<file path="config.mk">
export PLATFORM = sky130hd
export DESIGN_NAME = nand_command_sequencer_unit
export DESIGN_NICKNAME = d
export VERILOG_FILES = /design/src/ncs_pkg.sv /design/src/ncs_front.sv /design/src/ncs_queue.sv /design/src/ncs_back.sv /design/src/nand_command_sequencer_unit.sv
export SDC_FILE = /design/constraint.sdc
export NUM_CORES = 1
export LEC_CHECK = 0
export ABC_AREA = 1
export BUFFER_PORTS_ARGS = -buffer_cell sky130_fd_sc_hd__buf_2
export CORE_UTILIZATION = 55
export CTS_BUF_LIST = sky130_fd_sc_hd__clkbuf_8
export CTS_CLUSTER_SIZE = 30
export DETAILED_ROUTE_END_ITERATION = 12
export GPL_ROUTABILITY_DRIVEN = 0
export PLACE_DENSITY = 0.74
export SLEW_MARGIN = 25
export SYNTH_ARGS = -nofsm -noshare
export SYNTH_HDL_FRONTEND = slang
export SYNTH_SLANG_ARGS = --single-unit
</file>
<file path="constraint.sdc">
create_clock -name clock -period 4.35 [get_ports clock]
set_input_delay 0.435 -clock clock [delete_from_list [all_inputs] [get_ports clock]]
set_output_delay 0.435 -clock clock [all_outputs]
set_load 0.02 [all_outputs]
</file>
<file path="src/ncs_pkg.sv">
`default_nettype none
// ----------------------------------------------------------------------------
// NAND command sequencer package
// Shared types and codes, and the per-step bus cycle lookup used by the back
// sequencer.
// ----------------------------------------------------------------------------
package ncs_pkg;

   // Request operation codes
   localparam logic [3:0] OP_READ_SETUP  = 4'd0;
   localparam logic [3:0] OP_PROG_SETUP  = 4'd1;
   localparam logic [3:0] OP_PROG_COMMIT = 4'd2;
   localparam logic [3:0] OP_BYTE_READ   = 4'd3;
   localparam logic [3:0] OP_BYTE_PROG   = 4'd4;
   localparam logic [3:0] OP_ERASE       = 4'd5;
   localparam logic [3:0] OP_VERDICT     = 4'd6;
   localparam logic [3:0] OP_SELECT      = 4'd7;
   localparam logic [3:0] OP_DESELECT    = 4'd8;
   localparam logic [3:0] OP_WRITE_DATA  = 4'd9;
   localparam logic [3:0] OP_READ_DATA   = 4'd10;

   // Flash command bytes
   localparam logic [7:0] CMD_READ0     = 8'h00;
   localparam logic [7:0] CMD_READ1     = 8'h01;
   localparam logic [7:0] CMD_READ_OOB  = 8'h50;
   localparam logic [7:0] CMD_PROG      = 8'h80;
   localparam logic [7:0] CMD_PROG_GO   = 8'h10;
   localparam logic [7:0] CMD_STATUS    = 8'h70;
   localparam logic [7:0] CMD_ERASE     = 8'h60;
   localparam logic [7:0] CMD_ERASE_GO  = 8'hD0;

   // Address geometry
   localparam int PAGE_BITS        = 9;   // 512-byte page
   localparam int HALF_PAGE_BIT    = 8;   // second half of page selects READ1
   localparam int ERASE_ALIGN_BITS = 14;  // 16 KiB erase block
   localparam int QUEUE_DEPTH      = 2;

   // Longest recipe is byte program: 13 steps
   localparam int MAX_STEPS = 13;
   localparam int STEP_W    = $clog2(MAX_STEPS);

   typedef enum logic [3:0] {
      KIND_SEL     = 4'd0,
      KIND_DESEL   = 4'd1,
      KIND_CLRRB   = 4'd2,
      KIND_CMD     = 4'd3,
      KIND_ADDR    = 4'd4,
      KIND_WRITE   = 4'd5,
      KIND_READ    = 4'd6,
      KIND_WAIT    = 4'd7,
      KIND_ALIGN   = 4'd8,
      KIND_VERDICT = 4'd9
   } kind_type;

   typedef enum logic [3:0] {
      REC_ALIGN,
      REC_READ_SETUP,
      REC_PROG_SETUP,
      REC_COMMIT,
      REC_BYTE_READ,
      REC_BYTE_PROG,
      REC_ERASE,
      REC_VERDICT,
      REC_SELECT,
      REC_DESELECT,
      REC_WRITE,
      REC_READ
   } recipe_type;

   // Classified request as it waits in the queue
   typedef struct packed {
      recipe_type recipe;
      logic [7:0] cmd;     // first command byte where it varies
      logic [7:0] data;    // write byte, or verdict bit
      logic [7:0] addr0;   // addr[7:0]
      logic [7:0] addr1;   // addr[16:9]
      logic [7:0] addr2;   // addr[24:17]
      logic [7:0] addr3;   // addr[31:25]
   } job_type;

   typedef struct packed {
      kind_type   kind;
      logic [7:0] value;
      logic       last;
   } cycle_type;

   function automatic cycle_type mk(kind_type k, logic [7:0] v, logic l);
      cycle_type c;
      c.kind  = k;
      c.value = v;
      c.last  = l;
      return c;
   endfunction

   function automatic logic [7:0] addr_byte(job_type j, logic [1:0] idx);
      logic [7:0] b;
      unique case (idx)
         2'd0: b = j.addr0;
         2'd1: b = j.addr1;
         2'd2: b = j.addr2;
         2'd3: b = j.addr3;
         default: b = j.addr0;
      endcase
      return b;
   endfunction

   // Bus cycle for a given recipe step
   function automatic cycle_type seq_cycle(job_type j, logic [STEP_W-1:0] s);
      cycle_type c;
      c = mk(KIND_ALIGN, 8'h00, 1'b1);
      unique case (j.recipe)
         REC_ALIGN:    c = mk(KIND_ALIGN, 8'h00, 1'b1);
         REC_VERDICT:  c = mk(KIND_VERDICT, j.data, 1'b1);
         REC_SELECT:   c = mk(KIND_SEL, 8'h00, 1'b1);
         REC_DESELECT: c = mk(KIND_DESEL, 8'h00, 1'b1);
         REC_WRITE:    c = mk(KIND_WRITE, j.data, 1'b1);
         REC_READ:     c = mk(KIND_READ, 8'h00, 1'b1);
         REC_READ_SETUP: begin
            unique case (s)
               4'd0: c = mk(KIND_CLRRB, 8'h00, 1'b0);
               4'd1: c = mk(KIND_CMD, j.cmd, 1'b0);
               4'd2, 4'd3, 4'd4, 4'd5:
                  c = mk(KIND_ADDR, addr_byte(j, 2'(s - 4'd2)), 1'b0);
               default: c = mk(KIND_WAIT, 8'h00, 1'b1);
            endcase
         end
         REC_PROG_SETUP: begin
            unique case (s)
               4'd0: c = mk(KIND_CLRRB, 8'h00, 1'b0);
               4'd1: c = mk(KIND_CMD, j.cmd, 1'b0);
               4'd2, 4'd3, 4'd4:
                  c = mk(KIND_ADDR, addr_byte(j, 2'(s - 4'd2)), 1'b0);
               default: c = mk(KIND_ADDR, j.addr3, 1'b1);
            endcase
         end
         REC_COMMIT: begin
            unique case (s)
               4'd0: c = mk(KIND_CMD, CMD_PROG_GO, 1'b0);
               4'd1: c = mk(KIND_WAIT, 8'h00, 1'b0);
               4'd2: c = mk(KIND_CMD, CMD_STATUS, 1'b0);
               default: c = mk(KIND_READ, 8'h00, 1'b1);
            endcase
         end
         REC_BYTE_READ: begin
            unique case (s)
               4'd0: c = mk(KIND_SEL, 8'h00, 1'b0);
               4'd1: c = mk(KIND_CLRRB, 8'h00, 1'b0);
               4'd2: c = mk(KIND_CMD, j.cmd, 1'b0);
               4'd3, 4'd4, 4'd5, 4'd6:
                  c = mk(KIND_ADDR, addr_byte(j, 2'(s - 4'd3)), 1'b0);
               4'd7: c = mk(KIND_WAIT, 8'h00, 1'b0);
               4'd8: c = mk(KIND_READ, 8'h00, 1'b0);
               default: c = mk(KIND_DESEL, 8'h00, 1'b1);
            endcase
         end
         REC_BYTE_PROG: begin
            unique case (s)
               4'd0: c = mk(KIND_SEL, 8'h00, 1'b0);
               4'd1: c = mk(KIND_CLRRB, 8'h00, 1'b0);
               4'd2: c = mk(KIND_CMD, CMD_PROG, 1'b0);
               4'd3, 4'd4, 4'd5, 4'd6:
                  c = mk(KIND_ADDR, addr_byte(j, 2'(s - 4'd3)), 1'b0);
               4'd7: c = mk(KIND_WRITE, j.data, 1'b0);
               4'd8: c = mk(KIND_CMD, CMD_PROG_GO, 1'b0);
               4'd9: c = mk(KIND_WAIT, 8'h00, 1'b0);
               4'd10: c = mk(KIND_CMD, CMD_STATUS, 1'b0);
               4'd11: c = mk(KIND_READ, 8'h00, 1'b0);
               default: c = mk(KIND_DESEL, 8'h00, 1'b1);
            endcase
         end
         REC_ERASE: begin
            unique case (s)
               4'd0: c = mk(KIND_SEL, 8'h00, 1'b0);
               4'd1: c = mk(KIND_CLRRB, 8'h00, 1'b0);
               4'd2: c = mk(KIND_CMD, CMD_ERASE, 1'b0);
               4'd3, 4'd4, 4'd5:
                  c = mk(KIND_ADDR, addr_byte(j, 2'(s - 4'd2)), 1'b0);
               4'd6: c = mk(KIND_CMD, CMD_ERASE_GO, 1'b0);
               4'd7: c = mk(KIND_WAIT, 8'h00, 1'b0);
               4'd8: c = mk(KIND_CMD, CMD_STATUS, 1'b0);
               4'd9: c = mk(KIND_READ, 8'h00, 1'b0);
               default: c = mk(KIND_DESEL, 8'h00, 1'b1);
            endcase
         end
         default: c = mk(KIND_ALIGN, 8'h00, 1'b1);
      endcase
      return c;
   endfunction

endpackage
`default_nettype wire

</file>
<file path="src/ncs_front.sv">
`default_nettype none
// ----------------------------------------------------------------------------
// NAND command sequencer front end
// Accepts requests, checks alignment, picks the recipe and command byte,
// and hands the classified job to the queue.
// ----------------------------------------------------------------------------
module ncs_front
   import ncs_pkg::*;
#(
   parameter int ERASE_BITS = ERASE_ALIGN_BITS
) (
   input  wire logic        clock,
   input  wire logic        reset,
   input  wire logic        start,
   output logic             busy,
   input  wire logic [3:0]  req_operation,
   input  wire logic [31:0] req_flash_address,
   input  wire logic        req_spare_area,
   input  wire logic [7:0]  req_data_byte,
   input  wire logic        q_full,
   output logic             q_push,
   output job_type          q_job
);

   logic    valid_ff, valid_in;
   job_type job_ff, job_in;
   logic    known;
   logic    take;
   logic    page_bad, erase_bad;

   // Hold while the queue is full
   assign busy   = valid_ff & q_full;
   assign q_push = valid_ff & ~q_full;
   assign q_job  = job_ff;
   assign take   = start & ~busy;

   assign page_bad  = |req_flash_address[PAGE_BITS-1:0];
   assign erase_bad = |req_flash_address[ERASE_BITS-1:0];

   // Classify the request
   always_comb begin
      job_in.cmd    = CMD_READ0;
      job_in.data   = req_data_byte;
      job_in.addr0  = req_flash_address[7:0];
      job_in.addr1  = req_flash_address[16:9];
      job_in.addr2  = req_flash_address[24:17];
      job_in.addr3  = {1'b0, req_flash_address[31:25]};
      job_in.recipe = REC_ALIGN;
      known         = 1'b1;
      unique case (req_operation)
         OP_READ_SETUP: begin
            job_in.recipe = page_bad ? REC_ALIGN : REC_READ_SETUP;
            job_in.cmd    = CMD_READ0;
         end
         OP_PROG_SETUP: begin
            job_in.recipe = page_bad ? REC_ALIGN : REC_PROG_SETUP;
            job_in.cmd    = CMD_PROG;
         end
         OP_PROG_COMMIT: job_in.recipe = REC_COMMIT;
         OP_BYTE_READ: begin
            job_in.recipe = REC_BYTE_READ;
            priority if (req_spare_area)
               job_in.cmd = CMD_READ_OOB;
            else if (req_flash_address[HALF_PAGE_BIT])
               job_in.cmd = CMD_READ1;
            else
               job_in.cmd = CMD_READ0;
         end
         OP_BYTE_PROG: job_in.recipe = REC_BYTE_PROG;
         OP_ERASE:     job_in.recipe = erase_bad ? REC_ALIGN : REC_ERASE;
         OP_VERDICT: begin
            job_in.recipe = REC_VERDICT;
            job_in.data   = {7'd0, req_data_byte[0]};
         end
         OP_SELECT:     job_in.recipe = REC_SELECT;
         OP_DESELECT:   job_in.recipe = REC_DESELECT;
         OP_WRITE_DATA: job_in.recipe = REC_WRITE;
         OP_READ_DATA:  job_in.recipe = REC_READ;
         default:       known = 1'b0;
      endcase
   end

   // Drop unknown codes; keep the staged job until the queue takes it
   always_comb begin
      if (take) begin
         valid_in = known;
      end else begin
         valid_in = valid_ff & q_full;
      end
   end

   always_ff @(posedge clock) begin
      if (reset) begin
         valid_ff <= 1'b0;
      end else begin
         valid_ff <= valid_in;
      end
   end

   always_ff @(posedge clock) begin
      if (take) begin
         job_ff <= job_in;
      end
   end

endmodule
`default_nettype wire

</file>
<file path="src/ncs_queue.sv">
`default_nettype none
// ----------------------------------------------------------------------------
// NAND command sequencer job queue
// Short FIFO of classified jobs between the front end and the sequencer.
// ----------------------------------------------------------------------------
module ncs_queue
   import ncs_pkg::*;
#(
   parameter int DEPTH = QUEUE_DEPTH
) (
   input  wire logic    clock,
   input  wire logic    reset,
   input  wire logic    push,
   input  wire job_type push_job,
   output logic         full,
   input  wire logic    pop,
   output logic         head_valid,
   output job_type      head_job
);

   localparam int PTR_W = (DEPTH > 1) ? $clog2(DEPTH) : 1;
   localparam int CNT_W = $clog2(DEPTH + 1);

   job_type          entry_ff [DEPTH];
   logic [PTR_W-1:0] wr_ptr_ff, wr_ptr_in;
   logic [PTR_W-1:0] rd_ptr_ff, rd_ptr_in;
   logic [CNT_W-1:0] count_ff, count_in;

   assign full       = (count_ff == CNT_W'(DEPTH));
   assign head_valid = (count_ff != '0);
   assign head_job   = entry_ff[rd_ptr_ff];

   // Advance pointers with wrap
   always_comb begin
      wr_ptr_in = wr_ptr_ff;
      rd_ptr_in = rd_ptr_ff;
      count_in  = count_ff;
      if (push) begin
         wr_ptr_in = (wr_ptr_ff == PTR_W'(DEPTH - 1)) ? '0 : wr_ptr_ff + 1'b1;
      end
      if (pop) begin
         rd_ptr_in = (rd_ptr_ff == PTR_W'(DEPTH - 1)) ? '0 : rd_ptr_ff + 1'b1;
      end
      if (push & ~pop) begin
         count_in = count_ff + 1'b1;
      end else if (pop & ~push) begin
         count_in = count_ff - 1'b1;
      end
   end

   always_ff @(posedge clock) begin
      if (reset) begin
         wr_ptr_ff <= '0;
         rd_ptr_ff <= '0;
         count_ff  <= '0;
      end else begin
         wr_ptr_ff <= wr_ptr_in;
         rd_ptr_ff <= rd_ptr_in;
         count_ff  <= count_in;
      end
   end

   // Store the incoming word
   always_ff @(posedge clock) begin
      if (push) begin
         entry_ff[wr_ptr_ff] <= push_job;
      end
   end

   a_no_overfill: assert property (@(posedge clock) disable iff (reset)
      count_ff <= CNT_W'(DEPTH))
      else $error("job queue count exceeds depth");

   a_pop_nonempty: assert property (@(posedge clock) disable iff (reset)
      pop |-> count_ff != '0)
      else $error("job queue popped while empty");

endmodule
`default_nettype wire

</file>
<file path="src/ncs_back.sv">
`default_nettype none
// ----------------------------------------------------------------------------
// NAND command sequencer back end
// Walks the recipe of the job at the queue head, one bus cycle word per
// clock, and registers each word onto the result ports.
// ----------------------------------------------------------------------------
module ncs_back
   import ncs_pkg::*;
(
   input  wire logic       clock,
   input  wire logic       reset,
   input  wire logic       head_valid,
   input  wire job_type    head_job,
   output logic            pop,
   output logic            rsp_strobe,
   output logic [3:0]      rsp_cycle_kind,
   output logic [7:0]      rsp_cycle_value,
   output logic            rsp_last_cycle
);

   logic [STEP_W-1:0] step_ff, step_in;
   logic              strobe_ff, strobe_in;
   cycle_type         word_ff;
   cycle_type         word;

   assign word = seq_cycle(head_job, step_ff);
   assign pop  = head_valid & word.last;

   // Advance through the recipe; restart on its last word
   always_comb begin
      strobe_in = head_valid;
      step_in   = step_ff;
      if (head_valid) begin
         step_in = word.last ? '0 : step_ff + 1'b1;
      end
   end

   always_ff @(posedge clock) begin
      if (reset) begin
         step_ff   <= '0;
         strobe_ff <= 1'b0;
      end else begin
         step_ff   <= step_in;
         strobe_ff <= strobe_in;
      end
   end

   always_ff @(posedge clock) begin
      if (head_valid) begin
         word_ff <= word;
      end
   end

   assign rsp_strobe      = strobe_ff;
   assign rsp_cycle_kind  = word_ff.kind;
   assign rsp_cycle_value = word_ff.value;
   assign rsp_last_cycle  = word_ff.last;

   a_step_bound: assert property (@(posedge clock) disable iff (reset)
      step_ff <= STEP_W'(MAX_STEPS - 1))
      else $error("sequencer step past longest recipe");

   a_job_held: assert property (@(posedge clock) disable iff (reset)
      step_ff != '0 |-> head_valid)
      else $error("job left the queue head mid recipe");

endmodule
`default_nettype wire

</file>
<file path="src/nand_command_sequencer_unit.sv">
`default_nettype none
// ----------------------------------------------------------------------------
// NAND command sequencer unit
// Turns host requests into the ordered bus cycles of a small-page NAND.
// ----------------------------------------------------------------------------
// A request is taken at a clock edge with start high and busy low. It yields
// one to thirteen result words on rsp_*, one per clock with rsp_strobe high,
// the final one with rsp_last_cycle set; byte program is the longest at
// thirteen words. Its job is registered in the front stage, then in the job
// queue, and its words in the output register; words of successive requests
// follow without gaps while the next job waits in the queue. The receiver must
// take every word in the cycle it is shown. The back sequencer emits one word
// per clock while a job is queued; the front stage and a small job queue
// (QUEUE_DEPTH entries) keep accepting requests meanwhile, and busy rises only when both are full.
// Unknown operation codes are accepted and produce no words.
// ----------------------------------------------------------------------------
module nand_command_sequencer_unit
   import ncs_pkg::*;
#(
   parameter int ERASE_BITS  = ERASE_ALIGN_BITS,
   parameter int QUEUE_DEPTH_P = QUEUE_DEPTH
) (
   input  wire logic        clock,
   input  wire logic        reset,
   input  wire logic        start,
   output logic             busy,
   input  wire logic [3:0]  req_operation,
   input  wire logic [31:0] req_flash_address,
   input  wire logic        req_spare_area,
   input  wire logic [7:0]  req_data_byte,
   output logic             rsp_strobe,
   output logic [3:0]       rsp_cycle_kind,
   output logic [7:0]       rsp_cycle_value,
   output logic             rsp_last_cycle
);

   logic    q_full;
   logic    q_push;
   job_type q_job;
   logic    q_pop;
   logic    head_valid;
   job_type head_job;

   ncs_front #(
      .ERASE_BITS (ERASE_BITS)
   ) u_front (
      .clock             (clock),
      .reset             (reset),
      .start             (start),
      .busy              (busy),
      .req_operation     (req_operation),
      .req_flash_address (req_flash_address),
      .req_spare_area    (req_spare_area),
      .req_data_byte     (req_data_byte),
      .q_full            (q_full),
      .q_push            (q_push),
      .q_job             (q_job)
   );

   ncs_queue #(
      .DEPTH (QUEUE_DEPTH_P)
   ) u_queue (
      .clock      (clock),
      .reset      (reset),
      .push       (q_push),
      .push_job   (q_job),
      .full       (q_full),
      .pop        (q_pop),
      .head_valid (head_valid),
      .head_job   (head_job)
   );

   ncs_back u_back (
      .clock           (clock),
      .reset           (reset),
      .head_valid      (head_valid),
      .head_job        (head_job),
      .pop             (q_pop),
      .rsp_strobe      (rsp_strobe),
      .rsp_cycle_kind  (rsp_cycle_kind),
      .rsp_cycle_value (rsp_cycle_value),
      .rsp_last_cycle  (rsp_last_cycle)
   );

endmodule
`default_nettype wire

</file>
==> flow_metrics.env <==
export IMPL_crit_buf_inv=2
export IMPL_r2r_start="u_back.step_ff[0]"
export IMPL_avgViaCountPerCell=5.51
export IMPL_comb_power_share=0.318
export IMPL_core_area_mm2=0.0133
export IMPL_cts_sinks=162
export IMPL_hold_path_class="input pin to flip-flop"
export IMPL_grt_pass1_vias=5379
export IMPL_drcViolationCount=0
export IMPL_antenna_cells=0
export IMPL_synth_flop_cell="edfxtp_1"
export IMPL_r2r_end="u_queue.count_ff[1]"
export IMPL_synth_cell_types=39
export IMPL_die_width_um=120
export IMPL_cap_violations=0
export IMPL_cts_max_path_buffers=2
export IMPL_p_clk_frac=0.241
export IMPL_die_h_um=120
export IMPL_num_rows=42
export IMPL_grt_pass1_wl_um=26200
export IMPL_synth_top_cell_by_area="edfxtp_1"
export IMPL_synthArstFlopShare=0
export IMPL_setup_violations=0
export IMPL_power_switching_w=0.00170
export IMPL_start_kind="flip-flop"
export IMPL_crit_family="adder cells"
export IMPL_fin_setup_tns_ns=0
export IMPL_post_cts_resized=0
export IMPL_synth_edf_count=151
export IMPL_ir_worst_vdd_v=0.000265
export IMPL_antenna_left=0
export IMPL_post_route_util=0.640
export IMPL_yosysWarnings=0
export IMPL_grt_overflow=0
export IMPL_detail_route_wl_per_cell_um=15.7
export IMPL_drt_first_iter_violations=714
export IMPL_synth_compound_area_frac=0.0796
export IMPL_whs_ns=0.147
export IMPL_min_from="req_flash_address[31]"
export IMPL_grt_antenna_before_repair=0
export IMPL_clkLatencyLatePin_ns=0.46
export IMPL_synth_simple_area_share=0.221
export IMPL_cts_hold_buf=0
export IMPL_critPathMaxStageDelay_ns=0.47
export IMPL_io_buffers=62
export IMPL_clk_pin_slew_ns=0.09
export IMPL_yosysMostFrequentCell="nand2_1"
export IMPL_yosys_top_cells_count="nand2_1, edfxtp_1, inv_1"
export IMPL_finalHoldViolCount=0
export IMPL_htree_levels=4
export IMPL_muxShareOfSynthArea=0.00526
export IMPL_path_max_fanout=17
export IMPL_synth_top_area_share=0.596
export IMPL_cts_buffers=17
export IMPL_ios=63
export IMPL_min_to="u_front.q_job[6]"
export IMPL_drive_above_1_share=0.177
export IMPL_outcome="finished clean"
export IMPL_required_ns=4.70
export IMPL_rsz0062_at_grt="false"
export IMPL_ff2ff_path_depth=15
export IMPL_slew_headroom=0.505
export IMPL_powerDensity_mw_per_mm2=535
export IMPL_grt_max_degree=47
export IMPL_switching_share=0.371
export IMPL_cp_cell_sequence="inv_1, ha_1, o21ai_2, nand2_4, nor2_4, inv_4, nor2_4, nor2_2, nand3_4, nand2_2, ha_1, a21oi_1, o21ai_0, o21ai_0, a21oi_1"
export IMPL_fmax_mhz=328
export IMPL_fin_area_mm2=0.00854
export IMPL_worst_pin_slew_ns=0.735
export IMPL_synth_area_top_cells="edfxtp_1, nand2_1, inv_1, a21oi_1, nor2_1"
export IMPL_via_count=5648
export IMPL_num_fill_cells=1097
export IMPL_die_area_mm2=0.0143
export IMPL_seqPwrFrac=0.441
export IMPL_leakage_nw=3.54
export IMPL_syn_area_per_cell_um2=9.93
export IMPL_syn_num_nets=822
export IMPL_syn2layout_area_growth_pct=12.3
export IMPL_initial_core_util=0.570
export IMPL_period_minus_slack_ns=3.04
export IMPL_fin_crit_sh=0.700
export IMPL_synth_fa_ha_area_frac=0.0132
export IMPL_grt_usage=0.241
export IMPL_finalWirelength_um=16100
export IMPL_path_class="flip-flop to flip-flop"
export IMPL_syn_area_mm2=0.00760
export IMPL_cts_tree="built"
export IMPL_postSynthCellCount=766
export IMPL_dr_pass1_iters=6
export IMPL_yosysSeqAreaShare=0.625
export IMPL_whs_path_depth=1
export IMPL_post_cts_setup_buffers=0
export IMPL_rrSetupSlack_ns=1.31
export IMPL_cts_root_buf="clkbuf_8"
export IMPL_cp_slowest_cell="dfxtp_1"
export IMPL_synth_xor_area_share=0.00346
export IMPL_nets=892
export IMPL_power_internal_w=0.00287
export IMPL_crit_arrival_ns=3.40
export IMPL_synth_seq_cells=162
export IMPL_slew_viol_final=0
export IMPL_synth_top_family_by_area="simple AND/OR/NAND/NOR gates"
export IMPL_dpl_instance_area_mm2=0.00810
export IMPL_hpwl_um=11800
export IMPL_clock_skew_ns=0.0127
export IMPL_critPathCaptureType="flip-flop"
## worst max-delay path by stage
stage                              startpoint                     end  slack (ns)  cells past startpoint
final                       u_back.step_ff[0]     u_queue.count_ff[1]        1.31                     15
after global placement              flip-flop     u_queue.count_ff[1]        1.43                     15
after floorplan           u_queue.count_ff[0]  u_queue.entry_ff[1][0]        1.27                      4
after global routing                flip-flop     u_queue.count_ff[1]        1.05                     15
after CTS                           flip-flop     u_queue.count_ff[1]        1.36                     15
after detailed placement    u_back.step_ff[0]     u_queue.count_ff[1]        1.35                     15
## metrics by stage
step	worst slack [ns]	instances	total power [W]
after global routing	1.05	1025	0.00483
final	1.31	1025	0.00457
after global placement	1.43	991	0.00343
after CTS	1.36	1024	0.00457
after floorplan	1.27	766	0.00310
after detailed placement	1.35	992	0.00347
## sequential cells by signal, summed over array words and instances (netlist names), named ones only
register                count
u_queue.count_ff            2
u_queue.rd_ptr_ff           1
u_queue.wr_ptr_ff           1
u_back.rsp_last_cycle       1
u_back.step_ff              4
u_back.rsp_cycle_kind       4
u_front.valid_ff            1
u_queue.entry_ff           92
u_front.q_job              46
u_back.rsp_cycle_value      8
u_back.rsp_strobe           1
## power by group through the flow
| stage | combinational [W] | sequential, W | clock (W) |
|---|---|---|---|
| 3_3_place_gp | 0.00138 | 0.00205 | 0 |
| 4_1_cts | 0.00142 | 0.00202 | 0.00113 |
| 3_5_place_dp | 0.00142 | 0.00206 | 0 |
| 6_report | 0.00145 | 0.00202 | 0.00110 |
| 5_1_grt | 0.00160 | 0.00204 | 0.00119 |
| 2_1_floorplan | 0.000988 | 0.00211 | 0 |
## routing by layer
metal  wire [um]  vias up  GRT usage
li1            -     2726          -
met5           0        -          0
met2        7780      311      0.393
met4         487        0      0.120
met3        1310       40     0.0570
met1        6510     2571      0.302
## area by class of cell
| class | count | area [um^2] | share of cell area |
|---|---|---|---|
| well taps | 176 | 220 | 0.0258 |
| multi-input cells | 509 | 2460 | 0.289 |
| repair buffers | 68 | 395 | 0.0463 |
| clock buffers | 17 | 234 | 0.0274 |
| clock inverters | 15 | 173 | 0.0202 |
| inverters | 78 | 295 | 0.0346 |
| flip-flops and latches | 162 | 4760 | 0.557 |
## placed cells by master (no fill, tap or decap), drive strengths merged, types with 6 or more instances in the layout
master / instances
o211ai: 10
a31oi: 6
ha: 8
nand3: 34
edfxtp: 151
clkbuf: 17
a21oi: 47
nand2: 257
nor3: 8
nand4: 6
nor2: 74
buf: 68
o21ai: 39
inv: 83
dfxtp: 11
## worst register-to-register path: stages, from the launching register on
cell and delay (ns):
dfxtp_1 0.47, inv_1 0.15, ha_1 0.46, o21ai_2 0.31, nand2_4 0.11, nor2_4 0.18
inv_4 0.06, nor2_4 0.18, nor2_2 0.09, nand3_4 0.11, nand2_2 0.07, ha_1 0.33
a21oi_1 0.12, o21ai_0 0.11, o21ai_0 0.17, a21oi_1 0.05
## logic make-up (layout without fill, tap and decap cells)
family / after synthesis / in the layout
compound gates: 109 / 109
xor+xnor: 3 / 3
fa+ha+maj: 8 / 8
buf+inv: 95 / 178
flops: 162 / 162
mux: 4 / 4
simple gates: 385 / 385
Note: power is estimated with default switching activity, not from simulation.
